File: src/hdl/ssdbm_pkg.sv
// Shared types, constants and the pixel cost function of the SSD block matcher.
`default_nettype none

package ssdbm_pkg;

    localparam int ROW_W  = 10;
    localparam int COL_W  = 12;
    localparam int SLOT_W = 4;
    localparam int CALC_W = 14;
    localparam int DISP_W = 7;
    localparam int DHI_W  = 6;
    localparam int COST_W = 24;
    localparam int PIX_W  = 24;
    localparam int PCOST_W = 18;

    localparam logic [COST_W-1:0] COST_MAX = '1;

    localparam logic [1:0] REG_IMAGE_WIDTH  = 2'd0;
    localparam logic [1:0] REG_IMAGE_HEIGHT = 2'd1;
    localparam logic [1:0] REG_DISP_LOW     = 2'd2;
    localparam logic [1:0] REG_DISP_HIGH    = 2'd3;

    localparam logic [10:0] RST_IMAGE_WIDTH  = 11'd640;
    localparam logic [10:0] RST_IMAGE_HEIGHT = 11'd480;
    localparam logic [DISP_W-1:0] RST_DISP_LOW = 7'h4E;  // -50
    localparam logic [DHI_W-1:0] RST_DISP_HIGH = 6'd50;

    typedef struct packed {
        logic [COL_W-1:0]         width;
        logic [10:0]              height;
        logic signed [DISP_W-1:0] disp_low;
        logic [DHI_W-1:0]         disp_high;
    } cfg_t;

    typedef struct packed {
        logic [ROW_W-1:0]  ci;
        logic [COL_W-1:0]  jlo;
        logic [COL_W-1:0]  jhi;
        logic [SLOT_W-1:0] slot;
    } job_t;

    typedef struct packed {
        logic [ROW_W-1:0]         center_row;
        logic [ROW_W-1:0]         center_col;
        logic signed [DISP_W-1:0] disparity;
        logic [COST_W-1:0]        best_cost;
        logic                     last;
    } result_t;

    function automatic logic [PCOST_W-1:0] pix_cost(logic [PIX_W-1:0] a, logic [PIX_W-1:0] b);
        logic [7:0]         ad;
        logic [PCOST_W-1:0] acc;
        acc = '0;
        for (int k = 0; k < 3; k++)
        begin
            ad = (a[8*k +: 8] > b[8*k +: 8]) ? a[8*k +: 8] - b[8*k +: 8]
                                             : b[8*k +: 8] - a[8*k +: 8];
            acc = acc + PCOST_W'(ad) * PCOST_W'(ad);
        end
        return acc;
    endfunction

endpackage

`default_nettype wire

File: src/hdl/ssdbm_queue.sv
// Two-entry job queue between front end and matcher.
`default_nettype none

module ssdbm_queue (
    input  wire logic            clk,
    input  wire logic            rst_n,
    input  wire logic            push,
    input  wire ssdbm_pkg::job_t push_job,
    input  wire logic            pop,
    output ssdbm_pkg::job_t      head,
    output logic                 full,
    output logic                 empty
);
    import ssdbm_pkg::*;

    job_t       entry_reg [2];
    logic       wr_ptr_reg, wr_ptr_next;
    logic       rd_ptr_reg, rd_ptr_next;
    logic [1:0] count_reg, count_next;

    assign head  = entry_reg[rd_ptr_reg];
    assign full  = (count_reg == 2'd2);
    assign empty = (count_reg == 2'd0);

    always_comb
    begin
        wr_ptr_next = push ? ~wr_ptr_reg : wr_ptr_reg;
        rd_ptr_next = pop ? ~rd_ptr_reg : rd_ptr_reg;
        count_next  = count_reg + 2'(push) - 2'(pop);
    end

    always_ff @(posedge clk)
    begin
        if (push)
            entry_reg[wr_ptr_reg] <= push_job;
    end

    always_ff @(posedge clk or negedge rst_n)
    begin
        if (!rst_n)
        begin
            wr_ptr_reg <= 1'b0;
            rd_ptr_reg <= 1'b0;
            count_reg  <= '0;
        end
        else
        begin
            wr_ptr_reg <= wr_ptr_next;
            rd_ptr_reg <= rd_ptr_next;
            count_reg  <= count_next;
        end
    end

endmodule

`default_nettype wire

File: config.mk
export PLATFORM = sky130hd
export DESIGN_NAME = ssdbm_queue
export DESIGN_NICKNAME = d
export VERILOG_FILES = /design/src/hdl/ssdbm_pkg.sv /design/src/hdl/ssdbm_queue.sv
export SDC_FILE = /design/constraint.sdc
export NUM_CORES = 1
export LEC_CHECK = 0
export BUFFER_PORTS_ARGS = -buffer_cell sky130_fd_sc_hd__buf_2
export CORE_MARGIN = 2
export CORE_UTILIZATION = 51
export DETAILED_ROUTE_END_ITERATION = 8
export GPL_TIMING_DRIVEN = 0
export PLACE_DENSITY = 0.84
export SLEW_MARGIN = 20
export SYNTH_ARGS = -nofsm -noshare
export SYNTH_HDL_FRONTEND = slang
export SYNTH_SLANG_ARGS = --single-unit
File: constraint.sdc
create_clock -name clk -period 3.49 [get_ports clk]
set_clock_uncertainty 0.2 [all_clocks]
set_input_delay 0.349 -clock clk [delete_from_list [all_inputs] [get_ports clk]]
set_output_delay 0.349 -clock clk [all_outputs]
set_load 0.02 [all_outputs]
=== After elaboration in Yosys (flattened, before gate mapping) ===
Memory sizes are Yosys's and may differ from the RTL's.
Index checks and enable logic that the tools add are counted.

* Memories kept: 1
* Word-level logic and storage cells: 12
* Bits of input ports: 42
* Bits in registers: 4
* RAM bits: 76
* Output and inout port bits: 40

* Multiplexer cells: 2
* Reductions and logical operators: 1
* Equality and inequality tests: 1
* $add $sub $neg: 2
* Bitwise operators: 2

{| class="wikitable"
|+ Memory list
! memory !! depth !! bits a word !! rd ports !! clocked after Yosys merged registers in !! write ports !! RTL line !! source
|-
| entry_reg || 2 || 38 || 1 || 0 || 1 || ssdbm_queue.sv:16 || <nowiki>job_t entry_reg [2];</nowiki>
|}

{| class="wikitable"
|+ Operators with widths
! kind !! count
|-
| $add A2 B1 Y2 || 1
|-
| $eq A2 B2 Y1 const B || 1
|-
| $logic_not A2 Y1 || 1
|-
| $mux W1 || 2
|-
| $not A1 Y1 || 2
|-
| $sub A2 B1 Y2 || 1
|}

=== Depth between registers and ports, before layout ===
Gate-level depths: netlist of the first run.

* Depth in word-level cells: 2
* Depth in mapped cells: 5
* Gate-level depth less buffers: 5

=== Worst setup path after synthesis of the first run ===
OpenSTA, ideal clock, no wires.

* Path type: flip-flop to flip-flop
* Start: register wr_ptr_reg
* End: memory entry_reg[0][0] (netlist bit), enable pin
* Cell stages (with the launch flop): 2
* Setup time: 0.438 ns
* Arrival time: 2.105 ns
* Buffers on the path: 0
* Clock period less this slack: 2.743 ns
* Data required time: 2.852 ns
* Path slack: 0.747 ns
* Cells stage by stage: dfrtp_1 > nor2b_1

{| class="wikitable"
|+ RTL lines
! what !! RTL line !! source
|-
| start: declaration || ssdbm_queue.sv:17 || <nowiki>logic wr_ptr_reg, wr_ptr_next;</nowiki>
|-
| start signal: assignment || ssdbm_queue.sv:48 || <nowiki>wr_ptr_reg <= wr_ptr_next;</nowiki>
|-
| end: declaration || ssdbm_queue.sv:16 ||
|}

No word-level cell before the write port.

==> results.cfg, run 1 <==
[run_status]
status = finished, final reports clean

[setup_path]
worstSetupEndpointType = output port
cp.depth = 4
r2r_start = wr_ptr_reg
path_class = reg -> out
crit_chain = buf_6 -> buf_8 -> mux2_4 -> buf_2
crit_start = rd_ptr_reg
start_kind = flip-flop
arrival_ns = 1.53
worst_path_max_delay_cell = dfrtp_1
endpoint = head[25]
cp_top_family = buffers and inverters
r2r_cells = 2
path_max_fanout = 10
regToRegSetupSlack_ns = 1.89
cp.required_ns = 2.94
critPathBufInv = 3
rr_endpoint = entry_reg[0][6]
cpPeakStageDelay_ns = 0.38

[finish]
n_antenna_cell = 0
final_area_um2 = 4170
area_delta_synth_final_pct = 39.5
nets = 311
drive_gt1_share_pct = 51.8
nFillCells = 332
largest_register_ff_count = 76
fin_cells = 344

[place]
place_hpwl_mm = 3.32
routabilityCongestion = 0.660
place_inst = 288
portBuffers = 81
place_area_um2 = 3530

[sta]
timing.hold.ws_ns = 0.0317
hold_violations = 0
slew_viol_final = 0
worst_pin_slew_ns = 0.457
post-route-min-period_ns = 2.08
setup_viol = 0
slew_headroom_pct = 69.4
fin_crit_sh_pct = 59.5
max_freq_mhz = 481
rsz0062_at_grt = no

[synth]
synth_ff_type = edfxtp_1
synth_common_cells = 76 x edfxtp_1, 28 x mux2_2, 10 x mux2_4
netlist_top_cells_area = edfxtp_1 76%, mux2_2 11%, mux2_4 5.0%
ys_types = 14
synth_nets = 177
yosys.area.top_type = edfxtp_1
synth_edf_count = 76
yosysWarnings = 0
synthCells = 133
yosysTopAreaCellShare_pct = 76.4
yosysMostFrequentCell = edfxtp_1
syn_area_um2 = 2990
ys_async_sr_fraction_pct = 5.00
ys_seq_elements = 80
synth_seq_area_share_pct = 79.8
avgSynthCellArea_um2 = 22.4

[routing]
avgRoutedWirePerCell_um = 16.0
antenna_left = 0
drtIter0Drc = 53
vias = 1675
drc_errors = 0
viasPerCell = 4.87
firstDrtPassIters = 4
drt-total-wl_mm = 5.52

[floorplanning]
num_rows = 27
initial_core_util_pct = 53.6
die-area_um2 = 6480
placeableCoreArea_um2 = 5570
die_y_um = 80.5
io_pins = 82
dieWidth_um = 80.5

[global_routing]
grt_usage_pct = 18.1
antenna_found_initial = 0
grt_max_degree = 26
grt_pass1_vias = 1729
grt_pass1_wl_mm = 8.11
overflow = 0

[clock_network]
postCtsSetupBuffers = 0
path_clk_slew_ns = 0.07
cts_tree = yes
cts_max_level = 3
cts_root_buf = clkbuf_8
clock_latency_ns = 0.34
ctsLongestPathBuffers = 2
cts_buffers = 9
cts_sinks = 80

[job]
cap_violations = 0

[min_path]
worst_hold_path_type = in -> reg

[power]
irDropWorstVdd_uv = 682
power_density_nw_per_um2 = 779
leakagePower_uw = 0.00166
## repair_timing
item | in CTS | in global routing
gates resized for setup | 0 | 0
hold endpoints to repair | 81 | 0
hold buffers | 40 | 0
## worst min path at each step
stage | start | end | slack, ns | cells past startpoint
floorplan | rst_n | count_reg[0] | -0.15 | 0
finish | push | wr_ptr_reg | 0.03 | 2
CTS | push | wr_ptr_reg | 0.03 | 2
global route | push | wr_ptr_reg | 0.05 | 2
global placement | rst_n | count_reg[0] | -0.04 | 1
detailed placement | rst_n | rd_ptr_reg | -0.04 | 1
## cells by family after synthesis
kind of cell | share of synthesized area (%)
flops | 79.8
mux | 15.6
fa+ha+maj | 0.838
buf+inv | 1.63
simple gates | 0.754
xor+xnor | 1.38
## layout make-up
cell class,count,area (um^2),share of cell area (%)
Buffer,4,41.3,0.991
Timing Repair Buffer,123,846,20.3
Multi-Input combinational cell,47,563,13.5
Clock inverter,6,108,2.58
Tap cell,72,90.1,2.16
Sequential cell,80,2380,57.2
Inverter,2,7.51,0.180
Clock buffer,10,128,3.06
## metal layers
| layer | routed length (um) | track usage, % | up-vias | share of wire [%] |
|---|---|---|---|---|
| met5 | 0 | 0 | - | 0 |
| met4 | 125 | 9.83 | 0 | 2.3 |
| met3 | 334 | 5.39 | 13 | 6.1 |
| met2 | 2940 | 32.9 | 70 | 53 |
| met1 | 2110 | 18.4 | 807 | 38 |
| li1 | - | - | 785 | - |
## metrics by stage
stage	worst slack [ns]	total power [uW]	TNS, ns	util (%)
final	1.41	3250	0	74.7
after global routing	1.34	3390	0	74.7
after CTS	1.38	3270	0	74.7
after detailed placement	1.76	2460	0	63.3
after global placement	-0.223	2400	-8.39	62.4
after floorplan	0.747	2120	0	-
## report_power, final
part / switching, uW / internal [uW]
logic: 618 / 511
registers: 60.0 / 1280
clock network: 308 / 473
## placed cells by master, fill, tap and decap left out
| cell type | instances |
|---|---|
| and2_2 | 1 |
| ha_1 | 2 |
| clkinv_4 | 1 |
| clkinv_1 | 1 |
| clkbuf_8 | 9 |
| buf_6 | 1 |
| nor2b_1 | 1 |
| mux2_4 | 10 |
| bufinv_16 | 3 |
| edfxtp_1 | 76 |
| buf_8 | 1 |
| mux2_2 | 28 |
| dlygate4sd3_1 | 40 |
| clkinv_2 | 1 |
| buf_4 | 2 |
| buf_12 | 2 |
| xor3_1 | 1 |
| nor2_1 | 1 |
| dfrtp_1 | 4 |
| clkbuf_1 | 1 |
| buf_2 | 81 |
| xor2_1 | 2 |
| nor2b_4 | 1 |
| inv_1 | 2 |
(Power assumes the default switching activity.)
==> run 2: changes to the inputs <==
--- a/config.mk
+++ b/config.mk
@@ -5,6 +5,7 @@
 export SDC_FILE = /design/constraint.sdc
 export NUM_CORES = 1
 export LEC_CHECK = 0
+export ABC_AREA = 1
 export BUFFER_PORTS_ARGS = -buffer_cell sky130_fd_sc_hd__buf_2
 export CORE_MARGIN = 2
 export CORE_UTILIZATION = 51
==> constraint.sdc (replaced) <==
create_clock -name clk -period 2.2 [get_ports clk]
set_clock_uncertainty 0.2 [all_clocks]
set_input_delay 0.22 -clock clk [delete_from_list [all_inputs] [get_ports clk]]
set_output_delay 0.22 -clock clk [all_outputs]
set_load 0.02 [all_outputs]
==> run 2 against run 1 <==
  * Register-to-register slack got worse by 1.3 ns
  * Clock-buffer cell count did not move
  * Clock power rose by 45%
  * Synthesized cell count rose by 68%
  * Die area rose by 1.2%
  * Sequential share of layout area fell by 0.58 points
  * Wire length rose by 5.2%
==> results.cfg, run 2 <==
[run_status]
status = finished, final reports clean

[synth]
yosysMostFrequentCell = edfxtp_1
synth_nets = 267
avgSynthCellArea_um2 = 13.6
ys_types = 14
netlist_top_cells_area = edfxtp_1 75%, inv_1 5.6%, nand2_1 5.5%
synth_edf_count = 76
yosysTopAreaCellShare_pct = 75.5
yosys.area.top_type = edfxtp_1
synthCells = 223
synth_common_cells = 76 x edfxtp_1, 45 x inv_1, 44 x nand2_1
ys_seq_elements = 80
yosysWarnings = 0
syn_area_um2 = 3020
synth_ff_type = edfxtp_1
ys_async_sr_fraction_pct = 5.00
synth_seq_area_share_pct = 78.8

[power]
irDropWorstVdd_uv = 720
leakagePower_uw = 0.00184
power_density_nw_per_um2 = 1220

[routing]
drc_errors = 0
viasPerCell = 4.67
avgRoutedWirePerCell_um = 13.3
drtIter0Drc = 74
drt-total-wl_mm = 5.81
antenna_left = 0
firstDrtPassIters = 4
vias = 2045

[clock_network]
cts_tree = yes
postCtsSetupBuffers = 0
cts_root_buf = clkbuf_8
cts_buffers = 9
clock_latency_ns = 0.33
ctsLongestPathBuffers = 2
path_clk_slew_ns = 0.08
cts_max_level = 3
cts_sinks = 80

[finish]
drive_gt1_share_pct = 28.7
final_area_um2 = 4210
largest_register_ff_count = 76
area_delta_synth_final_pct = 39.1
final_cell_mix = 83 x buf_2, 76 x edfxtp_1, 44 x inv_1, 44 x nand2_1, 41 x dlygate4sd3_1
n_antenna_cell = 0
utilization_pct = 72.4
nets = 402
layout_commonest_cell = buf_2

[global_routing]
grt_usage_pct = 18.6
grt_pass1_vias = 1994
use_met3_pct = 3.67
use_met1_pct = 19.1
top_usage_layer = met2
grt_max_degree = 22
overflow = 0
antenna_found_initial = 0
grt_pass1_wl_mm = 8.76
grt_use_met2_pct = 35.5

[sta]
post-route-min-period_ns = 1.90
slew_viol_final = 0
max_freq_mhz = 527
worst_pin_slew_ns = 0.580
fin_crit_sh_pct = 86.3
slew_headroom_pct = 61.3
setup_viol = 0
rsz0062_at_grt = no
hold_violations = 0

[floorplanning]
placeableCoreArea_um2 = 5820
die-area_um2 = 6560
die_y_um = 81.0
initial_core_util_pct = 52.0
num_rows = 28
io_pins = 82
dieWidth_um = 81.0

[job]
cap_violations = 0

[min_path]
worst_hold_path_type = in -> async

[place]
routabilityCongestion = 0.712
portBuffers = 81
place_hpwl_mm = 3.56
place_area_um2 = 3590

[setup_path]
start_kind = flip-flop
cp.required_ns = 1.78
path_max_fanout = 10
arrival_ns = 1.48
path_class = reg -> out
worstSetupEndpointType = output port
==> run 2: cell count changes in the layout (fill, tap and decap cells not counted), moves of 2 or more <==
| cell | delta |
|---|---|
| buf_6 | +2 |
| buf_16 | +2 |
| mux2_2 | -28 |
| clkbuf_1 | +2 |
| inv_1 | +42 |
| buf_12 | -2 |
| buf_2 | +2 |
| mux2_4 | -10 |
| o21ai_0 | +30 |
| o21ai_1 | +8 |
| nand2_1 | +44 |
==> run 2: logic make-up after synthesis <==
group | after synthesis | share of synthesized area [%]
DFF | 80 | 78.8
buffers and inverters | 53 | 7.53
and+or+nand+nor | 48 | 6.00
AOI/OAI and AO/OA | 38 | 6.29
xor gates and xnor gates | 2 | 0.579
adders and majority gates | 2 | 0.827
==> run 2: timing repair <==
| action | in CTS | in global routing |
|---|---|---|
| hold endpoints to repair | 83 | 0 |
| resized for setup | 0 | 0 |
| hold buffers | 41 | 0 |
==> run 2: stage by stage <==
step / std cells / TNS (ns) / hold WS (ns) / total power [uW] / setup WS [ns]
after floorplan: 223 / 0 / -0.276 / 3290 / 0.178
after global placement: 379 / -11.94 / -0.170 / 3880 / -0.315
after detailed placement: 381 / 0 / -0.166 / 3990 / 0.504
after CTS: 438 / 0 / 0.000833 / 5150 / 0.253
after global routing: 438 / 0 / 0.0330 / 5420 / 0.161
final: 438 / 0 / 0.0476 / 5120 / 0.301
==> run 2: area by class of cell <==
type / count / area, um^2
Timing Repair Buffer: 124 / 871
Clock buffer: 10 / 128
Buffer: 8 / 58.8
Clock inverter: 6 / 83.8
Tap cell: 75 / 93.8
Sequential cell: 80 / 2380
Multi-Input combinational cell: 90 / 422
Inverter: 45 / 169
Fill cell: 406 / 1610
==> run 2: power breakdown <==
group | total [uW] | switching, uW | internal [uW]
combinational | 1870 | 1230 | 639
sequential | 2120 | 98.6 | 2020
clock | 1130 | 493 | 634
==> run 2: worst paths after layout <==
check | startpoint | end | slack (ns) | cells after the start
setup / recovery | rd_ptr_reg | head[35] | 0.30 | 5
hold / removal | rst_n | rd_ptr_reg | 0.05 | 2
setup reg to reg | wr_ptr_reg | entry_reg[0][7] | 0.54 | 2
hold reg to reg | wr_ptr_reg | wr_ptr_reg | 0.37 | 1
max in group asynchronous | rst_n | wr_ptr_reg | 1.63 | 2
min in group clk | wr_ptr_reg | wr_ptr_reg | 0.37 | 1
==> run 2: critical path, cell delays in order, from the launching register on <==
cell     delay [ns]
dfrtp_1        0.42
buf_4          0.21
buf_6          0.16
nand2_1        0.05
o21ai_1        0.10
buf_2          0.20
==> run 2: per-layer routing <==
layer / vias up / share of wire, % / routed length, um
li1: 1011 / - / -
met1: 948 / 38 / 2230
met2: 71 / 55 / 3170
met3: 15 / 4.7 / 275
met4: 0 / 2.2 / 129
met5: - / 0 / 0
