--- src/hdl/ssdbm_pkg.sv ---
// Shared types, constants and the pixel cost function of the SSD block matcher.
`default_nettype none

package ssdbm_pkg;

    localparam int ROW_W  = 10;
    localparam int COL_W  = 12;
    localparam int SLOT_W = 4;
    localparam int CALC_W = 14;
    localparam int DISP_W = 7;
    localparam int DHI_W  = 6;
    localparam int COST_W = 24;
    localparam int PIX_W  = 24;
    localparam int PCOST_W = 18;

    localparam logic [COST_W-1:0] COST_MAX = '1;

    localparam logic [1:0] REG_IMAGE_WIDTH  = 2'd0;
    localparam logic [1:0] REG_IMAGE_HEIGHT = 2'd1;
    localparam logic [1:0] REG_DISP_LOW     = 2'd2;
    localparam logic [1:0] REG_DISP_HIGH    = 2'd3;

    localparam logic [10:0] RST_IMAGE_WIDTH  = 11'd640;
    localparam logic [10:0] RST_IMAGE_HEIGHT = 11'd480;
    localparam logic [DISP_W-1:0] RST_DISP_LOW = 7'h4E;  // -50
    localparam logic [DHI_W-1:0] RST_DISP_HIGH = 6'd50;

    typedef struct packed {
        logic [COL_W-1:0]         width;
        logic [10:0]              height;
        logic signed [DISP_W-1:0] disp_low;
        logic [DHI_W-1:0]         disp_high;
    } cfg_t;

    typedef struct packed {
        logic [ROW_W-1:0]  ci;
        logic [COL_W-1:0]  jlo;
        logic [COL_W-1:0]  jhi;
        logic [SLOT_W-1:0] slot;
    } job_t;

    typedef struct packed {
        logic [ROW_W-1:0]         center_row;
        logic [ROW_W-1:0]         center_col;
        logic signed [DISP_W-1:0] disparity;
        logic [COST_W-1:0]        best_cost;
        logic                     last;
    } result_t;

    function automatic logic [PCOST_W-1:0] pix_cost(logic [PIX_W-1:0] a, logic [PIX_W-1:0] b);
        logic [7:0]         ad;
        logic [PCOST_W-1:0] acc;
        acc = '0;
        for (int k = 0; k < 3; k++)
        begin
            ad = (a[8*k +: 8] > b[8*k +: 8]) ? a[8*k +: 8] - b[8*k +: 8]
                                             : b[8*k +: 8] - a[8*k +: 8];
            acc = acc + PCOST_W'(ad) * PCOST_W'(ad);
        end
        return acc;
    endfunction

endpackage

`default_nettype wire

--- src/hdl/ssdbm_front.sv ---
// Front end: raster counters, line store writes and match job generation.
`default_nettype none

module ssdbm_front #(
    parameter int MAX_WIDTH  = 1024,
    parameter int HALF_BLOCK = 3
) (
    input  wire logic                    clk,
    input  wire logic                    rst_n,
    input  wire ssdbm_pkg::cfg_t         cfg,
    input  wire logic                    cfg_wr,
    input  wire logic                    s_valid,
    output logic                         s_ready,
    input  wire logic [47:0]             s_data,
    input  wire logic                    back_idle,
    input  wire logic                    q_full,
    input  wire logic                    q_empty,
    output logic                         push,
    output ssdbm_pkg::job_t              job,
    output logic                         wr_en,
    output logic [$clog2((2*HALF_BLOCK+1)*MAX_WIDTH)-1:0] wr_addr,
    output logic [ssdbm_pkg::PIX_W-1:0]  wr_left,
    output logic [ssdbm_pkg::PIX_W-1:0]  wr_right
);
    import ssdbm_pkg::*;

    localparam int WIN = 2*HALF_BLOCK+1;
    localparam int AW  = $clog2(WIN*MAX_WIDTH);

    logic [ROW_W-1:0]  row_reg, row_next;
    logic [ROW_W-1:0]  col_reg, col_next;
    logic [SLOT_W-1:0] slot_reg, slot_next;

    logic              wrap, accept;
    logic [ROW_W-1:0]  r, c;
    logic [SLOT_W-1:0] slot, slot_inc;
    logic [ROW_W:0]    c1, r1;
    logic signed [CALC_W-1:0] cs, ws, hb, dh, lim, jlo, jhi;

    // counters past a shrunken frame restart at the origin
    assign wrap = ({1'b0, row_reg} >= cfg.height) || ({2'b0, col_reg} >= cfg.width);
    assign r    = wrap ? '0 : row_reg;
    assign c    = wrap ? '0 : col_reg;
    assign slot = wrap ? '0 : slot_reg;
    assign slot_inc = (slot == SLOT_W'(WIN-1)) ? '0 : slot + SLOT_W'(1);

    // a new row overwrites the oldest slot, so wait until all searches are done
    assign s_ready = !q_full && ((c != '0) || (q_empty && back_idle));
    assign accept  = s_valid && s_ready;

    always_comb
    begin
        cs  = CALC_W'(c);
        ws  = CALC_W'(cfg.width);
        hb  = CALC_W'(HALF_BLOCK);
        dh  = CALC_W'(cfg.disp_high);
        lim = ws - CALC_W'(1) - hb;
        if (cs < ws - CALC_W'(1))
        begin
            jlo = cs - hb - dh;
            jhi = jlo;
        end
        else
        begin
            jlo = lim - dh;
            jhi = lim;
        end
        if (jlo < hb)
            jlo = hb;
        if (jhi > lim)
            jhi = lim;
    end

    assign push     = accept && (r >= ROW_W'(2*HALF_BLOCK)) && (jlo <= jhi);
    assign job.ci   = r - ROW_W'(HALF_BLOCK);
    assign job.jlo  = jlo[COL_W-1:0];
    assign job.jhi  = jhi[COL_W-1:0];
    assign job.slot = slot_inc;

    assign wr_en    = accept;
    assign wr_addr  = AW'(slot) * AW'(MAX_WIDTH) + AW'(c);
    assign wr_left  = s_data[23:0];
    assign wr_right = s_data[47:24];

    assign c1 = {1'b0, c} + (ROW_W+1)'(1);
    assign r1 = {1'b0, r} + (ROW_W+1)'(1);

    always_comb
    begin
        row_next  = row_reg;
        col_next  = col_reg;
        slot_next = slot_reg;
        if (cfg_wr)
        begin
            row_next  = '0;
            col_next  = '0;
            slot_next = '0;
        end
        else if (accept)
        begin
            if ({1'b0, c1} >= cfg.width)
            begin
                col_next = '0;
                if (r1 >= cfg.height)
                begin
                    row_next  = '0;
                    slot_next = '0;
                end
                else
                begin
                    row_next  = r1[ROW_W-1:0];
                    slot_next = slot_inc;
                end
            end
            else
            begin
                col_next  = c1[ROW_W-1:0];
                row_next  = r;
                slot_next = slot;
            end
        end
    end

    always_ff @(posedge clk or negedge rst_n)
    begin
        if (!rst_n)
        begin
            row_reg  <= '0;
            col_reg  <= '0;
            slot_reg <= '0;
        end
        else
        begin
            row_reg  <= row_next;
            col_reg  <= col_next;
            slot_reg <= slot_next;
        end
    end

endmodule

`default_nettype wire

--- config.mk ---
export PLATFORM = sky130hd
export DESIGN_NAME = ssdbm_front
export DESIGN_NICKNAME = d
export VERILOG_FILES = /design/src/hdl/ssdbm_pkg.sv /design/src/hdl/ssdbm_front.sv
export SDC_FILE = /design/constraint.sdc
export NUM_CORES = 1
export LEC_CHECK = 0
export BUFFER_PORTS_ARGS = -buffer_cell sky130_fd_sc_hd__clkbuf_2
export CORE_MARGIN = 10
export CORE_UTILIZATION = 58
export CTS_CLUSTER_SIZE = 28
export DETAILED_ROUTE_END_ITERATION = 16
export HOLD_SLACK_MARGIN = 0.02
export PLACE_DENSITY_LB_ADDON = 0.12
export SYNTH_ARGS = -nofsm -noshare
export SYNTH_HDL_FRONTEND = slang
export SYNTH_SLANG_ARGS = --single-unit
--- constraint.sdc ---
create_clock -name clk -period 17.95 [get_ports clk]
set_input_delay 1.795 -clock clk [delete_from_list [all_inputs] [get_ports clk]]
set_output_delay 1.795 -clock clk [all_outputs]
set_load 0.05 [all_outputs]
Word level (Yosys, flattened, before mapping)
Cells that the tools add are included.
{ "totals": {"register_bits": 24, "in_bits": 91, "output_inout_bits": 102} }
{ "classes": {"addsub": 10, "n_lt_le_gt_ge": 9, "n_eq_ne": 1, "muxes": 19, "reduce_logical": 10} }
{ "ops": {"columns": ["operator", "count"], "rows": [
  ["2-to-1 mux 10 bit", 9],
  ["2-to-1 mux 14 bit", 4],
  ["2-to-1 mux 4 bit", 6],
  ["adder 10 x 1 -> 11 bit, second input constant", 2],
  ["greater-than comparator 14 bit", 1],
  ["<= comparator 14 bit", 1],
  ["less-than comparator 14 x 3 -> 1 bit, second input constant", 1],
  ["subtractor 13 x 3 -> 14 bit, second input constant", 1],
  ["subtractor 14 x 7 -> 14 bit", 1],
  ["adder 13 x 10 -> 13 bit", 1],
  ["less-than comparator 11 x 13 -> 1 bit", 1],
  ["subtractor 12 x 1 -> 13 bit, second input constant", 1],
  [">= comparator 10 x 12 -> 1 bit", 1],
  [">= comparator 11 x 12 -> 1 bit", 1],
  ["subtractor 11 x 7 -> 12 bit", 1],
  [">= comparator 10 x 11 -> 1 bit", 1],
  [">= comparator 11 bit", 1],
  ["subtractor 10 x 2 -> 11 bit, second input constant", 1],
  [">= comparator 10 x 3 -> 1 bit, second input constant", 1],
  ["nonzero test 10 bit", 1],
  ["subtractor 10 x 2 -> 10 bit, second input constant", 1],
  ["logical AND 1 bit", 5],
  ["adder 4 x 1 -> 4 bit, second input constant", 1],
  ["== test 4 x 3 -> 1 bit, second input constant", 1],
  ["other kinds (3)", 4]
]} }

Longest topological paths before layout
{ "depth": {"depth_word": 10, "depth_mapped": 46} }

Worst setup path after synthesis
OpenSTA, ideal clock, no wires.
{ "synth_timing": {"path_kind": "input -> output", "start": "input port cfg[26] (netlist name)", "end": "output port push", "t_arrival_ns": 11.495, "required_ns": 16.155, "slack_ns": 4.660, "stages": 43, "path_buffers": 6, "path_cell_list": "buf_4 inv_1 ha_1 a211o_1 a31oi_1 o221ai_2 a211oi_1 clkbuf_1 clkbuf_1 and2_1 ha_1 clkbuf_1 xnor2_1 inv_1 ha_1 o21a_1 o21ai_0 a21oi_1 (+7 left out) a21o_1 a21o_1 a21o_1 a21oi_1 a31o_2 clkbuf_1 clkbuf_1 mux2i_1 ha_1 nor2b_1 o21a_1 o21a_1 o21a_1 o21a_1 o21a_1 o211ai_1 a221oi_1 o21ai_1"} }
{ "synth_rtl": {"columns": ["element", "line", "rtl"], "rows": [
  ["from (decl)", "ssdbm_front.sv:10", "input wire ssdbm_pkg::cfg_t cfg,"],
  ["to (decl)", "ssdbm_front.sv:18", "output logic push,"]
]} }

Worst setup path after layout
{ "layout_timing": {"start": "input port cfg[26] (netlist name)", "end": "output port push"} }
{ "layout_via": {"elab_chain_cells": 10, "elab_cells_between_ends": 24} }
{ "layout_rtl": {"columns": ["element", "line", "rtl"], "rows": [
  [">= comparator 10 x 12 -> 1 bit", "ssdbm_front.sv:41", "assign wrap = ({1'b0, row_reg} >= cfg.height) || ({2'b0, col_reg} >= cfg.width);"],
  ["logical OR 1 bit", "ssdbm_front.sv:41", null],
  ["2-to-1 mux 10 bit", "ssdbm_front.sv:43", "assign c = wrap ? '0 : col_reg;"],
  ["subtractor 10 x 2 -> 11 bit", "ssdbm_front.sv:60", "jlo = cs - hb - dh;"],
  ["subtractor 11 x 7 -> 12 bit", "ssdbm_front.sv:60", null],
  ["2-to-1 mux 14 bit", "ssdbm_front.sv:58", "if (cs < ws - CALC_W'(1))"],
  ["less-than comparator 14 x 3 -> 1 bit or greater-than comparator 14 bit (tied branches)", "ssdbm_front.sv:68, ssdbm_front.sv:70", null],
  ["2-to-1 mux 14 bit, on equally long branches", "ssdbm_front.sv:68, ssdbm_front.sv:70", null],
  ["<= comparator 14 bit", "ssdbm_front.sv:74", "assign push = accept && (r >= ROW_W'(2*HALF_BLOCK)) && (jlo <= jhi);"],
  ["logical AND 1 bit (*)", "ssdbm_front.sv:74", null]
]} }
Every way passes the cells marked *; elsewhere a longest branch is shown, timed or not.

==> impl.org <==
** Hold path
- HP Class :: flip-flop to flip-flop

** Synth
- The commonest cells after synthesis are ha_1 (98), inv_1 (76), nor2_1 (68), nand2_1 (59), buf_4 (50).
- Count leader, synth :: ha_1
- Count of flip-flops with a built-in enable after synthesis :: 0
- Mapped Nets :: approximately 1000
- Share of async-settable or async-resettable flops after synthesis :: 1.00
- After synthesis the cells add up to around 6000 µm².
- Leading cell types by total area after synthesis :: ha_1 (20%), dfrtp_1 (10%), xnor2_1 (6.2%)
- Cell count after synthesis :: ~800
- Syn_area_per_cell :: approximately 7.4 µm²
- Fraction of post-synthesis cell area in the top cell type by area :: 0.203
- Portion of the post-synthesis area used by sequential elements :: 0.0996
- Yosys mapped the design onto 76 distinct sky130hd cell types.
- Synthesis inferred 24 register bits.
- Among all flip-flop cells after synthesis, the most frequent one is dfrtp_1.
- The Yosys step of the flow raised 0 warnings.
- Dominant cell type by area after synthesis :: ha_1

** GRT
- GRT Total Usage :: 0.218
- The total overflow left after global routing is 0.
- The via count of the first global-routing pass is approximately 5700.
- The first global-routing pass estimated 27.4 mm of wire.
- Maximum number of pins on one net before global-route repair :: 37
- Initial antenna violation count :: 0

** Drt
- The routed design has 16.7 mm of wire.
- DRC marker count from the first detailed-route iteration :: just over 500
- The detail route stage leaves a number of antenna-violating nets equal to 0.
- After detailed routing, the number of remaining DRC violations is 0.
- In the routed layout, each cell is associated on average with a via count of between 6 and 7.
- Total vias in the final route :: 5841
- Dividing the detail-routed wire length by the instance count gives between 15 and 20 µm.
- For this run, the detailed router's first-pass iteration total came to 6.

** Clock tree
- Clk slew on worst S/H paths :: roughly 0.10 ns
- For this design, the CTS-stage hold fixing added 0 buffers.
- In this run the number of H-tree levels came out at 1.
- TritonCTS built the clock tree.
- TritonCTS created 3 clock buffers.
- Clk Tree Root Cell :: clkbuf_8
- Number of cells upsized or downsized after cts :: 0
- Number of setup buffers added after CTS :: 0
- Clock network latency to the later pin of the worst-skew pair :: 0.28 ns
- Buffers from clock root to sink, at most :: 2
- The clock drives 24 sinks.

** Placement
- Count of buffers inserted at the top-level ports :: 89
- Final estimated routing congestion in global placement :: roughly 0.95
- Detailed placement finished with a half-perimeter wire length of roughly 14 mm.

** Timing
- On the final layout, the worst clock skew is about 0.0059 ns.
- Setup violations remaining at the end of the flow were counted as 0.
- Measured slew at the worst slew-check pin :: approximately 1.2 ns
- The final hold violation count came to 0.
- Part of the cycle the worst path needs :: 0.694
- Timing would allow up to ~80 MHz.
- Total Negative Setup Slacks :: 0 ns
- The count of pins over their slew limit was 0.
- In this run the tightest slew margin relative to its limit is 0.206.
- The routed design could run at a clock period as short as 12.47 ns.
- Setup repair after global routing left no endpoint under its margin.

** Setup path
- The worst setup path is captured at an output pin.
- Signal arrival time at the worst endpoint :: about 11 ns
- Crit-path most repeated cell :: o21a_1
- STA classifies the critical path startpoint as a primary input.
- Max stage delay on crit path :: 0.58 ns
- Worst Path Class, Setup :: primary input to output pin
- Data required time of the worst path :: 16.15 ns
- The slowest stage of the critical path is the a31o_2 cell.
- Along the worst path, the maximum fanout reaches 28.

** Cells and area
- Final antenna diode count :: 0
- From synthesis to final layout, the design area changed by 3.38%.
- At the end of the flow, the number of nets in the layout was just over 1000.
- Ratio of cells with drive above 1 in the final layout :: 0.150

** Run status
- Status :: completed

** Power and ir drop
- IR analysis of the VDD net gives a maximum drop of 0.0242 mV.
- Of the total power, the share spent switching nets is 0.397.
- Final Power :: approximately 0.20 mW
- Proportion of power drawn by flip-flops and latches :: 0.277
- Leakage Power :: 3.22 nW
- Portion of total power attributed to combinational logic :: 0.466
- Net switching power figure :: 0.0778 mW
- Clock share of power :: 0.257
- PD cells :: approximately 31 nW/µm²
- Internal power comes to about 0.12 mW.

** Floorplanning
- FP Rows :: 37
- Horizontal die dimension :: 122 µm
- Area of the die :: 14900 µm²
- The core region is approximately 10000 µm².
- Pin placement for this block handled approximately 190 I/O pins.
- The die is about 120 µm tall.
- The initial utilization of the core area, before any placement, comes to 0.589.

** Flow run
- Max-cap violations in this run came to 0.
## final cells by class
class,count,area (µm²)
clock buffer,3,41.3
clock inverter,1,30.0
fill,939,4000
inverter,79,297
multi-input combinational,625,4620
sequential,24,601
tap,136,170
timing repair buffer,93,475
## final timing paths
kind / slack [ns] / startpoint / endpoint / depth (start not counted)
setup / recovery: 5.48 / cfg[26] / push / 42
hold / removal: 0.57 / col_reg[1]$_DFFE_PN0P_ / col_reg[1]$_DFFE_PN0P_ / 1
setup reg to reg: 11.61 / col_reg[2]$_DFFE_PN0P_ / row_reg[5]$_DFFE_PN0P_ / 22
hold reg to reg: 0.57 / col_reg[1]$_DFFE_PN0P_ / col_reg[1]$_DFFE_PN0P_ / 1
max in group asynchronous: 16.01 / rst_n / row_reg[5]$_DFFE_PN0P_ / 1
min in group asynchronous: 1.52 / rst_n / col_reg[3]$_DFFE_PN0P_ / 1
## worst max-delay path, delay by kind of cell
kind / cells / cell delay, ns
AO/OA/AOI/OAI: 24 / 4.94
XOR/XNOR: 1 / 0.27
adder cells (fa/ha/maj): 5 / 1.65
buffers and inverters: 6 / 1.12
AND/OR/NAND/NOR: 6 / 0.90
## metrics by stage
stage          worst slack [ns]   util  cells  hold slack [ns]  area, µm²
4_1_cts                    5.52  0.609    961            0.574       6230
6_report                   5.48  0.609    961            0.570       6230
3_3_place_gp               5.71  0.602    957            0.538       6160
3_5_place_dp               5.56  0.602    957            0.547       6160
2_1_floorplan              4.66      -    814            0.507       6030
5_1_grt                    4.77  0.609    961            0.613       6230
## power by group through the flow
| stage | Combinational [mW] | Sequential, mW | Clock (mW) |
|---|---|---|---|
| finish | 0.0913 | 0.0543 | 0.0504 |
| global placement | 0.0877 | 0.0554 | 0 |
| global route | 0.102 | 0.0544 | 0.0541 |
| detailed placement | 0.0903 | 0.0554 | 0 |
| CTS | 0.0908 | 0.0543 | 0.0513 |
| floorplan | 0.0953 | 0.0553 | 0 |
## per-layer routing
layer  vias to the layer above  wire (µm)  global-route usage
met5                         -          0                   0
met4                         0        294              0.0477
met3                        37       1360              0.0458
met2                       239       7610               0.356
met1                      2714       7440               0.287
li1                       2851          -                   -
## cells by family (layout without fill, tap and decap cells)
family	count (synthesis)	after routing	share of synthesized area
AND/OR/NAND/NOR	254	254	0.217
multiplexers	21	21	0.0365
adder cells (fa/ha/maj)	100	100	0.210
AO/OA/AOI/OAI	194	194	0.219
buffers and inverters	165	176	0.136
XOR/XNOR	56	56	0.0813
flip-flops	24	24	0.0996
## cell usage in the layout, fill, tap and decap left out, drive strengths merged, types with 3 or more instances in the layout
| cell | synthesis | final |
|---|---|---|
| xnor2 | 43 | 43 |
| mux2i | 13 | 13 |
| a2111oi | 3 | 3 |
| buf | 61 | 4 |
| ha | 98 | 98 |
| o22ai | 3 | 3 |
| a21o | 15 | 15 |
| nor3 | 21 | 21 |
| or3 | 7 | 7 |
| o21a | 20 | 20 |
| nor2 | 68 | 68 |
| nand4 | 13 | 13 |
| a31oi | 8 | 8 |
| and4 | 4 | 4 |
| nand3 | 15 | 15 |
| o211ai | 7 | 7 |
| nand2 | 59 | 59 |
| a21oi | 45 | 45 |
| a211oi | 5 | 5 |
| nor4 | 10 | 10 |
| and3 | 6 | 6 |
| xor2 | 13 | 13 |
| nand3b | 4 | 4 |
| mux2 | 8 | 8 |
| nor2b | 7 | 7 |
| a22o | 14 | 14 |
| o21bai | 3 | 3 |
| clkbuf | 25 | 92 |
| and2 | 12 | 12 |
| or2 | 5 | 5 |
| inv | 78 | 78 |
| nand2b | 17 | 17 |
| o21ai | 44 | 44 |
| dfrtp | 24 | 24 |
| o311ai | 3 | 3 |
(Power assumes the default switching activity.)
