**src/hdl/ssdbm_pkg.sv**
```systemverilog
// Shared types, constants and the pixel cost function of the SSD block matcher.
`default_nettype none

package ssdbm_pkg;

    localparam int ROW_W  = 10;
    localparam int COL_W  = 12;
    localparam int SLOT_W = 4;
    localparam int CALC_W = 14;
    localparam int DISP_W = 7;
    localparam int DHI_W  = 6;
    localparam int COST_W = 24;
    localparam int PIX_W  = 24;
    localparam int PCOST_W = 18;

    localparam logic [COST_W-1:0] COST_MAX = '1;

    localparam logic [1:0] REG_IMAGE_WIDTH  = 2'd0;
    localparam logic [1:0] REG_IMAGE_HEIGHT = 2'd1;
    localparam logic [1:0] REG_DISP_LOW     = 2'd2;
    localparam logic [1:0] REG_DISP_HIGH    = 2'd3;

    localparam logic [10:0] RST_IMAGE_WIDTH  = 11'd640;
    localparam logic [10:0] RST_IMAGE_HEIGHT = 11'd480;
    localparam logic [DISP_W-1:0] RST_DISP_LOW = 7'h4E;  // -50
    localparam logic [DHI_W-1:0] RST_DISP_HIGH = 6'd50;

    typedef struct packed {
        logic [COL_W-1:0]         width;
        logic [10:0]              height;
        logic signed [DISP_W-1:0] disp_low;
        logic [DHI_W-1:0]         disp_high;
    } cfg_t;

    typedef struct packed {
        logic [ROW_W-1:0]  ci;
        logic [COL_W-1:0]  jlo;
        logic [COL_W-1:0]  jhi;
        logic [SLOT_W-1:0] slot;
    } job_t;

    typedef struct packed {
        logic [ROW_W-1:0]         center_row;
        logic [ROW_W-1:0]         center_col;
        logic signed [DISP_W-1:0] disparity;
        logic [COST_W-1:0]        best_cost;
        logic                     last;
    } result_t;

    function automatic logic [PCOST_W-1:0] pix_cost(logic [PIX_W-1:0] a, logic [PIX_W-1:0] b);
        logic [7:0]         ad;
        logic [PCOST_W-1:0] acc;
        acc = '0;
        for (int k = 0; k < 3; k++)
        begin
            ad = (a[8*k +: 8] > b[8*k +: 8]) ? a[8*k +: 8] - b[8*k +: 8]
                                             : b[8*k +: 8] - a[8*k +: 8];
            acc = acc + PCOST_W'(ad) * PCOST_W'(ad);
        end
        return acc;
    endfunction

endpackage

`default_nettype wire

```
**src/hdl/ssdbm_back.sv**
```systemverilog
// Matcher: walks centres, disparities and window taps through one cost unit.
`default_nettype none

module ssdbm_back #(
    parameter int MAX_WIDTH  = 1024,
    parameter int HALF_BLOCK = 3
) (
    input  wire logic                    clk,
    input  wire logic                    rst_n,
    input  wire ssdbm_pkg::cfg_t         cfg,
    input  wire logic                    job_valid,
    input  wire ssdbm_pkg::job_t         job,
    output logic                         job_pop,
    output logic                         idle,
    output logic                         rd_en,
    output logic [$clog2((2*HALF_BLOCK+1)*MAX_WIDTH)-1:0] rd_addr_l,
    output logic [$clog2((2*HALF_BLOCK+1)*MAX_WIDTH)-1:0] rd_addr_r,
    input  wire logic [ssdbm_pkg::PIX_W-1:0] rd_left,
    input  wire logic [ssdbm_pkg::PIX_W-1:0] rd_right,
    output logic                         m_valid,
    input  wire logic                    m_ready,
    output ssdbm_pkg::result_t           m_result
);
    import ssdbm_pkg::*;

    localparam int WIN   = 2*HALF_BLOCK+1;
    localparam int AW    = $clog2(WIN*MAX_WIDTH);
    localparam int SUM_W = $clog2(WIN*WIN*195075+1);
    localparam int EXT_W = (SUM_W > COST_W) ? SUM_W : COST_W;

    typedef struct packed {
        logic                     valid;
        logic                     first;
        logic                     lastd;
        logic                     lastc;
        logic                     empty;
        logic                     last;
        logic signed [DISP_W-1:0] d;
        logic [ROW_W-1:0]         ci;
        logic [COL_W-1:0]         j;
    } tok_t;

    logic                     busy_reg;
    logic [ROW_W-1:0]         ci_reg;
    logic [COL_W-1:0]         j_reg, jhi_reg;
    logic [SLOT_W-1:0]        slot0_reg, slot_reg, dy_reg, dx_reg;
    logic signed [DISP_W-1:0] d_reg;

    tok_t                 tok, s1_reg, s2_reg;
    logic [PCOST_W-1:0]   cost_reg;
    logic [SUM_W-1:0]     sum_reg, best_reg, sum_next;
    logic signed [DISP_W-1:0] bestd_reg;
    logic                 have_reg, better, res_load, adv, out_free, empty;
    logic                 out_valid_reg;
    result_t              out_reg, res;
    logic signed [CALC_W-1:0] lc, rc, ws;
    logic [SUM_W-1:0]     fin_cost;
    logic [EXT_W-1:0]     fin_ext;

    assign empty = $signed({cfg.disp_low[DISP_W-1], cfg.disp_low})
                 > $signed({2'b00, cfg.disp_high});

    always_comb
    begin
        tok.valid = busy_reg;
        tok.first = (dx_reg == '0) && (dy_reg == '0);
        tok.lastd = empty || ((dx_reg == SLOT_W'(WIN-1)) && (dy_reg == SLOT_W'(WIN-1)));
        tok.lastc = empty || ({d_reg[DISP_W-1], d_reg} == {2'b00, cfg.disp_high});
        tok.empty = empty;
        tok.last  = (j_reg == jhi_reg);
        tok.d     = d_reg;
        tok.ci    = ci_reg;
        tok.j     = j_reg;
    end

    // right column is clamped to the image
    always_comb
    begin
        ws = CALC_W'(cfg.width);
        lc = CALC_W'(j_reg) + CALC_W'(dx_reg) - CALC_W'(HALF_BLOCK);
        rc = lc + CALC_W'(d_reg);
        if (rc < CALC_W'(0))
            rc = '0;
        if (rc > ws - CALC_W'(1))
            rc = ws - CALC_W'(1);
    end

    assign rd_addr_l = AW'(slot_reg) * AW'(MAX_WIDTH) + AW'(lc[COL_W-1:0]);
    assign rd_addr_r = AW'(slot_reg) * AW'(MAX_WIDTH) + AW'(rc[COL_W-1:0]);

    assign out_free = !out_valid_reg || m_ready;
    assign adv      = !(s2_reg.valid && s2_reg.lastd && s2_reg.lastc && !out_free);
    assign rd_en    = adv;
    assign job_pop  = !busy_reg && job_valid && adv;
    assign idle     = !busy_reg;

    // accumulate and keep first strict minimum
    always_comb
    begin
        sum_next = (s2_reg.first ? '0 : sum_reg) + SUM_W'(cost_reg);
        better   = !have_reg || (sum_next < best_reg);
        res_load = adv && s2_reg.valid && s2_reg.lastd && s2_reg.lastc;
        fin_cost = better ? sum_next : best_reg;
        fin_ext  = EXT_W'(fin_cost);
        res.center_row = s2_reg.ci;
        res.center_col = s2_reg.j[ROW_W-1:0];
        res.last       = s2_reg.last;
        if (s2_reg.empty)
        begin
            res.disparity = '0;
            res.best_cost = COST_MAX;
        end
        else
        begin
            res.disparity = better ? s2_reg.d : bestd_reg;
            res.best_cost = (fin_ext > EXT_W'(COST_MAX)) ? COST_MAX : fin_ext[COST_W-1:0];
        end
    end

    always_ff @(posedge clk or negedge rst_n)
    begin
        if (!rst_n)
        begin
            busy_reg      <= 1'b0;
            s1_reg        <= '0;
            s2_reg        <= '0;
            have_reg      <= 1'b0;
            out_valid_reg <= 1'b0;
        end
        else
        begin
            if (adv)
            begin
                s1_reg <= tok;
                s2_reg <= s1_reg;
                if (job_pop)
                    busy_reg <= 1'b1;
                else if (busy_reg && tok.lastd && tok.lastc && tok.last)
                    busy_reg <= 1'b0;
                if (s2_reg.valid && !s2_reg.empty && s2_reg.lastd)
                    have_reg <= !s2_reg.lastc;
            end
            if (res_load)
                out_valid_reg <= 1'b1;
            else if (m_ready)
                out_valid_reg <= 1'b0;
        end
    end

    always_ff @(posedge clk)
    begin
        if (adv)
        begin
            if (job_pop)
            begin
                ci_reg    <= job.ci;
                j_reg     <= job.jlo;
                jhi_reg   <= job.jhi;
                slot0_reg <= job.slot;
                slot_reg  <= job.slot;
                d_reg     <= cfg.disp_low;
                dy_reg    <= '0;
                dx_reg    <= '0;
            end
            else if (busy_reg)
            begin
                if (empty || dx_reg == SLOT_W'(WIN-1))
                begin
                    dx_reg <= '0;
                    if (empty || dy_reg == SLOT_W'(WIN-1))
                    begin
                        dy_reg   <= '0;
                        slot_reg <= slot0_reg;
                        if (tok.lastc)
                        begin
                            d_reg <= cfg.disp_low;
                            j_reg <= j_reg + COL_W'(1);
                        end
                        else
                            d_reg <= d_reg + DISP_W'(1);
                    end
                    else
                    begin
                        dy_reg   <= dy_reg + SLOT_W'(1);
                        slot_reg <= (slot_reg == SLOT_W'(WIN-1)) ? '0 : slot_reg + SLOT_W'(1);
                    end
                end
                else
                    dx_reg <= dx_reg + SLOT_W'(1);
            end
            cost_reg <= pix_cost(rd_left, rd_right);
            if (s2_reg.valid && !s2_reg.empty)
            begin
                sum_reg <= sum_next;
                if (s2_reg.lastd && better)
                begin
                    best_reg  <= sum_next;
                    bestd_reg <= s2_reg.d;
                end
            end
        end
        if (res_load)
            out_reg <= res;
    end

    assign m_valid  = out_valid_reg;
    assign m_result = out_reg;

    a_pop_when_idle: assert property (@(posedge clk) disable iff (!rst_n)
        job_pop |-> (job_valid && !busy_reg))
        else $error("job taken while a search is running");

    a_load_free: assert property (@(posedge clk) disable iff (!rst_n)
        res_load |-> out_free)
        else $error("result overwrites a word not yet taken");

    a_load_shows: assert property (@(posedge clk) disable iff (!rst_n)
        res_load |=> m_valid)
        else $error("finished centre did not reach the output");

endmodule

`default_nettype wire

```
**config.mk**
```make
export PLATFORM = sky130hd
export DESIGN_NAME = ssdbm_back
export DESIGN_NICKNAME = d
export VERILOG_FILES = /design/src/hdl/ssdbm_pkg.sv /design/src/hdl/ssdbm_back.sv
export SDC_FILE = /design/constraint.sdc
export NUM_CORES = 1
export LEC_CHECK = 0
export BUFFER_PORTS_ARGS = -buffer_cell sky130_fd_sc_hd__clkbuf_2
export CELL_PAD_IN_SITES_DETAIL_PLACEMENT = 1
export CELL_PAD_IN_SITES_GLOBAL_PLACEMENT = 2
export CORE_MARGIN = 1
export CORE_UTILIZATION = 30
export DETAILED_ROUTE_END_ITERATION = 8
export PLACE_DENSITY_LB_ADDON = 0.1
export REMOVE_ABC_BUFFERS = 1
export SETUP_SLACK_MARGIN = 0.4
export SLEW_MARGIN = 20
export SYNTH_ARGS = -nofsm -noshare
export SYNTH_HDL_FRONTEND = slang
export SYNTH_SLANG_ARGS = --single-unit
```
**constraint.sdc**
```tcl
create_clock -name clk -period 8.14 [get_ports clk]
set_input_delay 0.814 -clock clk [delete_from_list [all_inputs] [get_ports clk]]
set_output_delay 0.814 -clock clk [all_outputs]
set_load 0.01 [all_outputs]
```
Word level (Yosys, flattened, before mapping)
Index checks and enable logic that the tools add are counted.
Storage, ports and cells
  register bits after elaboration: 251
  logic and storage cells: 154
Operators by class
  add/sub/neg operators: 20
  $mul: 3
  $lt $le $gt $ge: 8
  equality and inequality tests: 5
  multiplexer cells: 32
  bitwise gates (word level): 1
  reductions and logical operators: 47
Operator list (number)
  $mux W12: 6
  $mul A8 B8 Y16: 3
  $mux W24: 2
  $sub A8 B8 Y8: 6
  $mux W7: 6
  $mux W4: 10
  $add A13 B12 Y13: 2
  $add A24 B18 Y24: 1
  $gt A24 B24 Y1 const B: 1
  $gt A8 B8 Y1: 3
  $lt A24 B24 Y1: 1
  $mux W8: 3
  $add A17 B16 Y18: 1
  $add A16 B16 Y17: 1
  $logic_and A1 B1 Y1: 16
  $add A14 B7 Y14: 1
  $gt A14 B13 Y1: 1
  $lt A14 B1 Y1 const B: 1
  $mux W14: 1
  $sub A13 B2 Y14 const B: 1
  $add A12 B4 Y13: 1
  $sub A12 B1 Y13 const B: 1
  $add A12 B1 Y12 const B: 1
  $add A4 B1 Y4 const B: 3
  16 further kinds: 43

Depth between registers and ports, before layout
Gate-level depths: netlist of run 1.
  depth in word-level cells: 9
  mapped depth: 34
  depth with buffers taken out: 33

Worst setup path before layout of run 1
No wires, ideal clock.
  path kind: input-to-reg
  from: in rd_left[0] (netlist bit)
  to: reg cost_reg[17], data pin
  data arrival time: 8386 ps
  path slack: -441 ps
  stages: 33
  cell sequence: inv_1 > ha_1 > inv_1 > fa_1 > a211oi_2 > o21ai_2 > a31oi_2 > nor2_4 > a31oi_1 > a211oi_1 > xnor2_1 > clkbuf_1 > nor2_1 > fa_1 > inv_1 > fa_1 > fa_1 > inv_1 > fa_1 > inv_1 > fa_1 > fa_1 > inv_1 > fa_1 > ha_1 > nor2b_1 > o21a_1 > nor2_1 > o21ai_0 > a31o_2 > a211oi_1 > nor2_1 > o311ai_0
Between the ends
  longest elaborated chain between the ends: 5
Ends and longest elaborated chain
  from (decl): line ssdbm_back.sv:18  | input wire logic [ssdbm_pkg::PIX_W-1:0] rd_left,
  $sub A8 B8 Y8, or another cell as far along: line ssdbm_pkg.sv:57  | : b[8*k +: 8] - a[8*k +: 8];
  $mux W8 *: line ssdbm_pkg.sv:56  | ad = (a[8*k +: 8] > b[8*k +: 8]) ? a[8*k +: 8] - b[8*k +: 8]
  $mul A8 B8 Y16 *: line ssdbm_pkg.sv:58  | acc = acc + PCOST_W'(ad) * PCOST_W'(ad);
  $add A16 B16 Y17 *: line ssdbm_pkg.sv:58
  $add A17 B16 Y18 *: line ssdbm_pkg.sv:58
  to (signal assigned): line ssdbm_back.sv:191  | cost_reg <= pix_cost(rd_left, rd_right);
  to (decl): line ssdbm_back.sv:50  | logic [PCOST_W-1:0] cost_reg;
Every way passes the cells marked *; elsewhere a longest branch is shown, timed or not.
A chain may end at the register's enable or synchronous reset.

Worst setup path after layout of run 1
  from: in rd_left[0] (netlist bit)
  to: reg cost_reg[15], data pin
Same word-level chain as after synthesis.

==> key figures, run 1 <==
Outcome
  – Status: completed

Floorplanning
  – Starting density of the core: 30.42%
  – Die area: 70980 um^2
  – Row count: 96
  – IO Count: 208
  – Core Area: 68950 um^2
  – Die Wd: 266.4 um
  – Die height: 266.4 um

Drt
  – DR WL/cell: 17.36 um
  – Routed WL: 59590 um
  – Via Count: 15790
  – Drt via density: 4.600
  – Residual DRC count: 0
  – Initial drt markers: 572
  – DRT Pass-1 Iters: 4
  – Final ANT Viol Nets: 0

STA
  – Max Freq: 125.3 MHz
  – Setup Skew: 0.01690 ns
  – Worst-Margin Slew: 0.8977 ns
  – Minimum clock period: 7.978 ns
  – Fin crit share: 98.01%
  – Slew HR: 40.15%
  – RSZ-0062 raised after global routing: yes
  – Final Hold Viols: 0
  – Setup_tns: 0 ns
  – Max Slew Vio Count: 0
  – Final setup viols: 0

Global routing
  – Largest net degree at the start of global routing: 70
  – Overall Global Routing Usage: 16.81%
  – First-pass GRT wire length: 94230 um
  – Number of global-route vias before repair: 17430
  – Grt ovf: 0
  – Initial antenna violation count: 3

Critical path
  – WS Path Type: primary input to flip-flop
  – CP startpoint kind: primary input
  – CP most frequent cell: fa_1
  – CP Capture Point: cost_reg[15]$_DFFE_PN_
  – Worst-path maximum fanout: 6
  – Slowest Stage Delay on Critical Path: 0.51 ns
  – Crit path DAT: 8.29 ns
  – Reg-to-Reg Start: s2_reg[33]$_DFFE_PN0N_
  – Worst endpoint required time: 8.45 ns
  – Crit. End Element: flip-flop
  – Crit path launch: rd_left[0]
  – R2R depth: 19
  – RR Endpoint: best_reg[1]$_DFFE_PP_
  – Slowest cell on the critical path: fa_2
  – Flop2flop setup slack: 2.18 ns

Final layout
  – Nets: 2973
  – Non-filler cells, final: 3432
  – Util after Layout: 38.97%
  – Largest register FFs: 52
  – Area Overhead vs Synth: 28.08%
  – Layout cell share with drive strength beyond 1: 30.05%

Logic synthesis
  – Leading area contributor after synthesis: edfxtp_1
  – Area of the mapped netlist: 20980 um^2
  – EDFF count, synth: 182
  – Ys Warns: 0
  – Top cell type's share of synthesized area: 26.06%
  – Top_reg_cell synth: edfxtp_1
  – Part of the Yosys area used for sequential elements: 34.29%
  – Yosys reg bits: 251
  – Share of synthesized flip-flops with an asynchronous set or reset: 27.49%
  – Ranking of synthesized cells by area: edfxtp_1, fa_1, ha_1, dfrtp_1, inv_1
  – Post-synthesis cell type count: 89
  – Instance count of the mapped netlist: 2016
  – Post-synthesis average cell area: 10.40 um^2

CTS
  – Post-CTS Hold Buffers: 0
  – Clock latency on the worst-skew pair: 0.57 ns
  – Clock buffer depth: 3
  – CTS tree: done
  – CTS H-Tree Depth: 1
  – Clock root buffer: clkbuf_16
  – Cts bufs inserted: 30
  – Clock Pin Slew Worst Setup and Hold Paths: 0.06 ns
  – CTS sink cnt: 251

Worst hold path
  – HP Class: primary input to async pin

Placed design
  – Placer Congestion: 0.8285
  – Dpl hpwl: 48730 um
  – Placed insts: 3326
  – Port Buffer Count: 196

Flow run
  – Max-Cap Viols: 0
[synthesized netlist by cell type (3+ instances only)]
library cell	n
inv_1	338
nor3_1	37
o21ai_1	5
fa_1	145
o21a_1	16
dfrtp_1	69
xnor2_1	88
a211oi_1	15
edfxtp_1	182
and3_1	15
mux2i_1	36
a31oi_1	9
or2_1	4
o221ai_1	6
nor2_1	133
and4_1	3
o21bai_1	4
a41oi_1	3
mux2_2	56
xor2_1	34
o21ai_0	80
clkbuf_1	30
or3_1	11
nor2b_1	37
o41ai_1	3
a21boi_0	4
o31ai_1	9
nand2b_1	23
nor4_1	13
a21o_1	27
nand4_1	19
a21oi_1	61
and2_1	11
buf_6	5
nand3_1	35
or2_2	8
inv_2	4
a31o_2	3
nand2_1	120
ha_1	227
nand3b_1	6
o211ai_1	24
a211o_1	4
[worst max-delay path, delay by kind of cell]
| kind | cells | cell delay [ns] |
|---|---|---|
| buffers and inverters | 8 | 0.63 |
| XOR/XNOR | 2 | 0.30 |
| adder cells (fa/ha/maj) | 10 | 4.14 |
| AO/OA/AOI/OAI | 7 | 1.27 |
| AND/OR/NAND/NOR | 6 | 0.78 |
| multiplexers | 1 | 0.34 |
[metrics by stage]
stage / worst slack [ns] / area (um^2) / hold WS [ns]
after floorplan: -0.5827 / 20770 / 0.4194
after global placement: -0.8716 / 24630 / 0.4257
after detailed placement: -0.9158 / 24630 / 0.4305
after CTS: 0.03254 / 26210 / 0.3643
after global routing: -0.09481 / 26870 / 0.3754
final: 0.1621 / 26870 / 0.3482
[layout make-up]
cell class | count | area [um^2]
Tap cell | 931 | 1165
Multi-Input combinational cell | 1382 | 13120
Sequential cell | 251 | 7192
Clock buffer | 42 | 857.1
Fill cell | 7748 | 42080
Timing Repair Buffer | 467 | 3082
Clock inverter | 14 | 147.6
Inverter | 343 | 1295
Antenna cell | 2 | 5.005
[metal layers]
metal | up-vias | GRT usage (%) | wire (um)
li1 | 7750 | - | -
met1 | 7804 | 22.50 | 27640
met2 | 184 | 29.44 | 29270
met3 | 48 | 1.329 | 1648
met4 | 0 | 3.712 | 1033
met5 | - | 0 | 0
[layout by cell type, fill, tap and decap left out, types with 9 or more instances in the layout]
| cell | n |
|---|---|
| nand3_1 | 34 |
| nor2b_1 | 36 |
| inv_2 | 23 |
| a21oi_2 | 14 |
| edfxtp_1 | 182 |
| xnor2_1 | 81 |
| mux2_2 | 56 |
| fa_1 | 128 |
| o211ai_1 | 24 |
| dfrtp_1 | 69 |
| o21ai_0 | 70 |
| mux2i_1 | 31 |
| a211oi_1 | 9 |
| fa_2 | 17 |
| ha_1 | 209 |
| and2_1 | 11 |
| a21oi_1 | 46 |
| a21o_1 | 27 |
| nor4_1 | 9 |
| o21ai_1 | 9 |
| nand4_1 | 19 |
| buf_4 | 256 |
| and3_1 | 14 |
| nor3_1 | 30 |
| nand2_1 | 115 |
| buf_6 | 15 |
| inv_1 | 317 |
| nand2b_1 | 21 |
| nor2_1 | 122 |
| xor2_1 | 32 |
| clkbuf_16 | 31 |
| ha_4 | 13 |
| clkbuf_2 | 193 |
| o21a_1 | 15 |
[cells by family (layout without fill, tap and decap cells)]
logic type,count (synthesis),after routing,synth area share [%]
simple gates,491,491,11.57
buf+inv,383,866,7.122
fa+ha+maj,372,372,27.38
compound gates,303,303,9.687
flops,251,251,34.29
xor+xnor,123,123,5.172
mux,93,93,4.778
other cells,0,2,0
[worst min-delay path by stage]
stage | cells past startpoint | endpoint | from
floorplan | 0 | m_result[0]$_DFFE_PP_ | res[0]$_DFFE_PN0N_
global placement | 0 | m_result[43]$_DFFE_PP_ | res[43]$_DFFE_PN0N_
detailed placement | 0 | m_result[43]$_DFFE_PP_ | res[43]$_DFFE_PN0N_
CTS | 1 | ci_reg[0]$_DFFE_PP_ | job[28]
global route | 1 | ci_reg[0]$_DFFE_PP_ | job[28]
finish | 1 | s1_reg[20]$_DFFE_PN0N_ | rst_n
[timing repair]
item | in CTS | in global routing
endpoints found under the hold margin | 0 | 0
setup buffers | 21 | 26
cloned | 0 | 1
resized for setup | 86 | 117
pin swaps | 64 | 81
endpoints found under the setup margin | 18 | 23
Power of run 1 is not shown: default switching activity piles up to over one toggle a cycle in this logic, so the estimate is an artifact.
==> run 2: changes to the inputs <==
==> constraint.sdc (replaced) <==
create_clock -name clk -period 10 [get_ports clk]
set_input_delay 1 -clock clk [delete_from_list [all_inputs] [get_ports clk]]
set_output_delay 1 -clock clk [all_outputs]
set_load 0.01 [all_outputs]
==> run 2 against run 1 <==
Sequential share of layout area rose by 2.9 points. Critical path type unchanged. Via count down 5.6%. First-iteration DRC count fell by 3.3%. Utilization shrank 3.8 points. Sequential cell count did not move. Setup slack better by 0.82 ns. Clock skew hardly changed. Register-to-register slack improved by 2.1 ns. Hold slack improved by 0.089 ns. Die area stayed put. Global-route usage shrank 1.2 points. Design area down 9.8%.
==> key figures, run 2 (synthesized netlist as in run 1, its figures left out) <==
Outcome
  – Status: completed (unchanged)

STA
  – RSZ-0062 raised after global routing: no (was yes)
  – Worst-Margin Slew: 0.9131 ns (was 0.8977 ns)
  – Final setup viols: 0 (unchanged)
  – Minimum clock period: 9.019 ns
  – Slew HR: 38.56% (was 40.15%)
  – Final Hold Viols: 0 (unchanged)
  – Max Freq: 110.9 MHz
  – Max Slew Vio Count: 0 (unchanged)
  – Setup_tns: 0 ns (unchanged)
  – Fin crit share: 90.19%
  – Setup Skew: 0.01676 ns (was 0.01690 ns)

CTS
  – CTS tree: done (unchanged)
  – CTS sink cnt: 251 (unchanged)
  – CTS H-Tree Depth: 1 (unchanged)
  – Clock Pin Slew Worst Setup and Hold Paths: 0.06 ns (about the same)
  – Clock latency on the worst-skew pair: 0.57 ns (about the same)
  – Clock buffer depth: 3 (unchanged)
  – Cts bufs inserted: 30 (unchanged)
  – Post-CTS Hold Buffers: 0 (unchanged)
  – Clock root buffer: clkbuf_16 (unchanged)
  – Post-CTS setup buffer count: 0 (was 21)

Final layout
  – Nets: 2746 (was 2973)
  – Largest register FFs: 52 (unchanged)
  – Layout cell share with drive strength beyond 1: 16.77% (was 30.05%)
  – Area Overhead vs Synth: 15.59% (was 28.08%)
  – Commonest cells after routing, fill and taps aside: inv_1, ha_1, clkbuf_2 (was inv_1, buf_4, ha_1)
  – Most common cell after layout, fill and taps aside: inv_1 (unchanged)

Floorplanning
  – Die area: 70980 um^2 (unchanged)
  – IO Count: 208 (unchanged)
  – Die height: 266.4 um (unchanged)
  – Row count: 96 (unchanged)
  – Die Wd: 266.4 um (unchanged)
  – Starting density of the core: 30.42% (unchanged)
  – Core Area: 68950 um^2 (unchanged)

Drt
  – Initial drt markers: 553 (was 572)
  – DR WL/cell: 17.12 um (was 17.36 um)
  – DRT Pass-1 Iters: 4 (unchanged)
  – Via Count: 14900 (was 15790)
  – Residual DRC count: 0 (unchanged)
  – Drt via density: 4.652 (was 4.600)
  – Final ANT Viol Nets: 0 (unchanged)
  – Routed WL: 54850 um (was 59590 um)

Critical path
  – Crit. End Element: flip-flop (unchanged)
  – WS Path Type: primary input to flip-flop (unchanged)
  – CP startpoint kind: primary input (unchanged)
  – Slowest Stage Delay on Critical Path: 0.55 ns (was 0.51 ns)
  – Slowest cell on the critical path: fa_1 (was fa_2)
  – Crit path DAT: 9.37 ns (was 8.29 ns)
  – Worst-path maximum fanout: 12 (was 6)
  – CP most frequent cell: fa_1 (unchanged)
  – Worst endpoint required time: 10.35 ns (was 8.45 ns)

Placed design
  – Port Buffer Count: 196 (unchanged)
  – Dpl hpwl: 45120 um (was 48730 um)
  – Placer Congestion: 0.8168 (was 0.8285)

Global routing
  – Overall Global Routing Usage: 15.65% (was 16.81%)
  – First-pass GRT wire length: 88550 um (was 94230 um)
  – Grt ovf: 0 (unchanged)
  – Initial antenna violation count: 1 (was 3)
  – Number of global-route vias before repair: 16320 (was 17430)
  – Largest net degree at the start of global routing: 70 (unchanged)

Flow run
  – Max-Cap Viols: 0 (unchanged)

Worst hold path
  – HP Class: flip-flop to flip-flop (was primary input to async pin)
run 2: cell count changes in the layout (fill, tap and decap cells not counted), moves of 8 or more:
| cell | previous run | this run |
|---|---|---|
| a21oi_1 | 46 | 60 |
| a21oi_2 | 14 | 1 |
| buf_4 | 256 | 45 |
| buf_6 | 15 | 0 |
| fa_1 | 128 | 145 |
| fa_2 | 17 | 0 |
| ha_1 | 209 | 227 |
| ha_4 | 13 | 0 |
| inv_1 | 317 | 338 |
| inv_2 | 23 | 5 |
| nor2_1 | 122 | 130 |
| o21ai_0 | 70 | 79 |
run 2: layout make-up:
type / count / area, um^2
multi-input cells: 1382 / 12340
inverters: 343 / 1287
repair buffers: 240 / 1314
well taps: 931 / 1165
clock inverters: 9 / 72.57
fillers: 7821 / 44700
diodes: 1 / 2.502
clock buffers: 47 / 875.8
flip-flops and latches: 251 / 7192
run 2: through the flow:
step	setup WS [ns]	utilization [%]	hold slack, ns	cell area [um^2]	instances
final	0.9809	35.17	0.4373	24250	3204
after global routing	0.4802	35.17	0.4491	24250	3204
after CTS	0.8406	35.15	0.4419	24230	3203
after detailed placement	0.3574	33.77	0.4291	23280	3147
after global placement	0.4512	33.77	0.4253	23280	3147
after floorplan	1.091	-	0.4194	20770	1976
run 2: repair_timing:
item,CTS,global route
endpoints found under the hold margin,0,0
gates resized for setup,0,2
setup endpoints to repair,0,2
run 2: critical path: cells and delay by family:
family                     cells  cell delay [ns]
buffers and inverters          7             0.54
and+or+nand+nor                5             0.62
AOI/OAI and AO/OA             10             2.58
adders and majority gates     10             4.45
xor gates and xnor gates       1             0.16
run 2: metal layers:
metal,wire length [um],up-vias,global-route usage (%)
li1,-,7281,-
met1,26900,7438,21.84
met2,25980,151,26.71
met3,1308,34,1.273
met4,658,0,2.516
met5,0,-,0
run 2: final timing paths:
check                                               to                    from  slack [ns]  cells after the start
worst max-delay path            cost_reg[17]$_DFFE_PN_              rd_left[0]        0.98                     33
worst max register to register  best_reg[19]$_DFFE_PP_  s2_reg[33]$_DFFE_PN0N_        4.25                     18
max in group asynchronous       s2_reg[30]$_DFFE_PN0N_                   rst_n        8.86                      1
worst min register to register  m_result[49]$_DFFE_PP_     res[49]$_DFFE_PN0N_        0.44                      0
worst min-delay path            m_result[49]$_DFFE_PP_     res[49]$_DFFE_PN0N_        0.44                      0
min in group asynchronous       s1_reg[16]$_DFFE_PN0N_                   rst_n        0.54                      1
Power of run 2 is left out for the same reason.
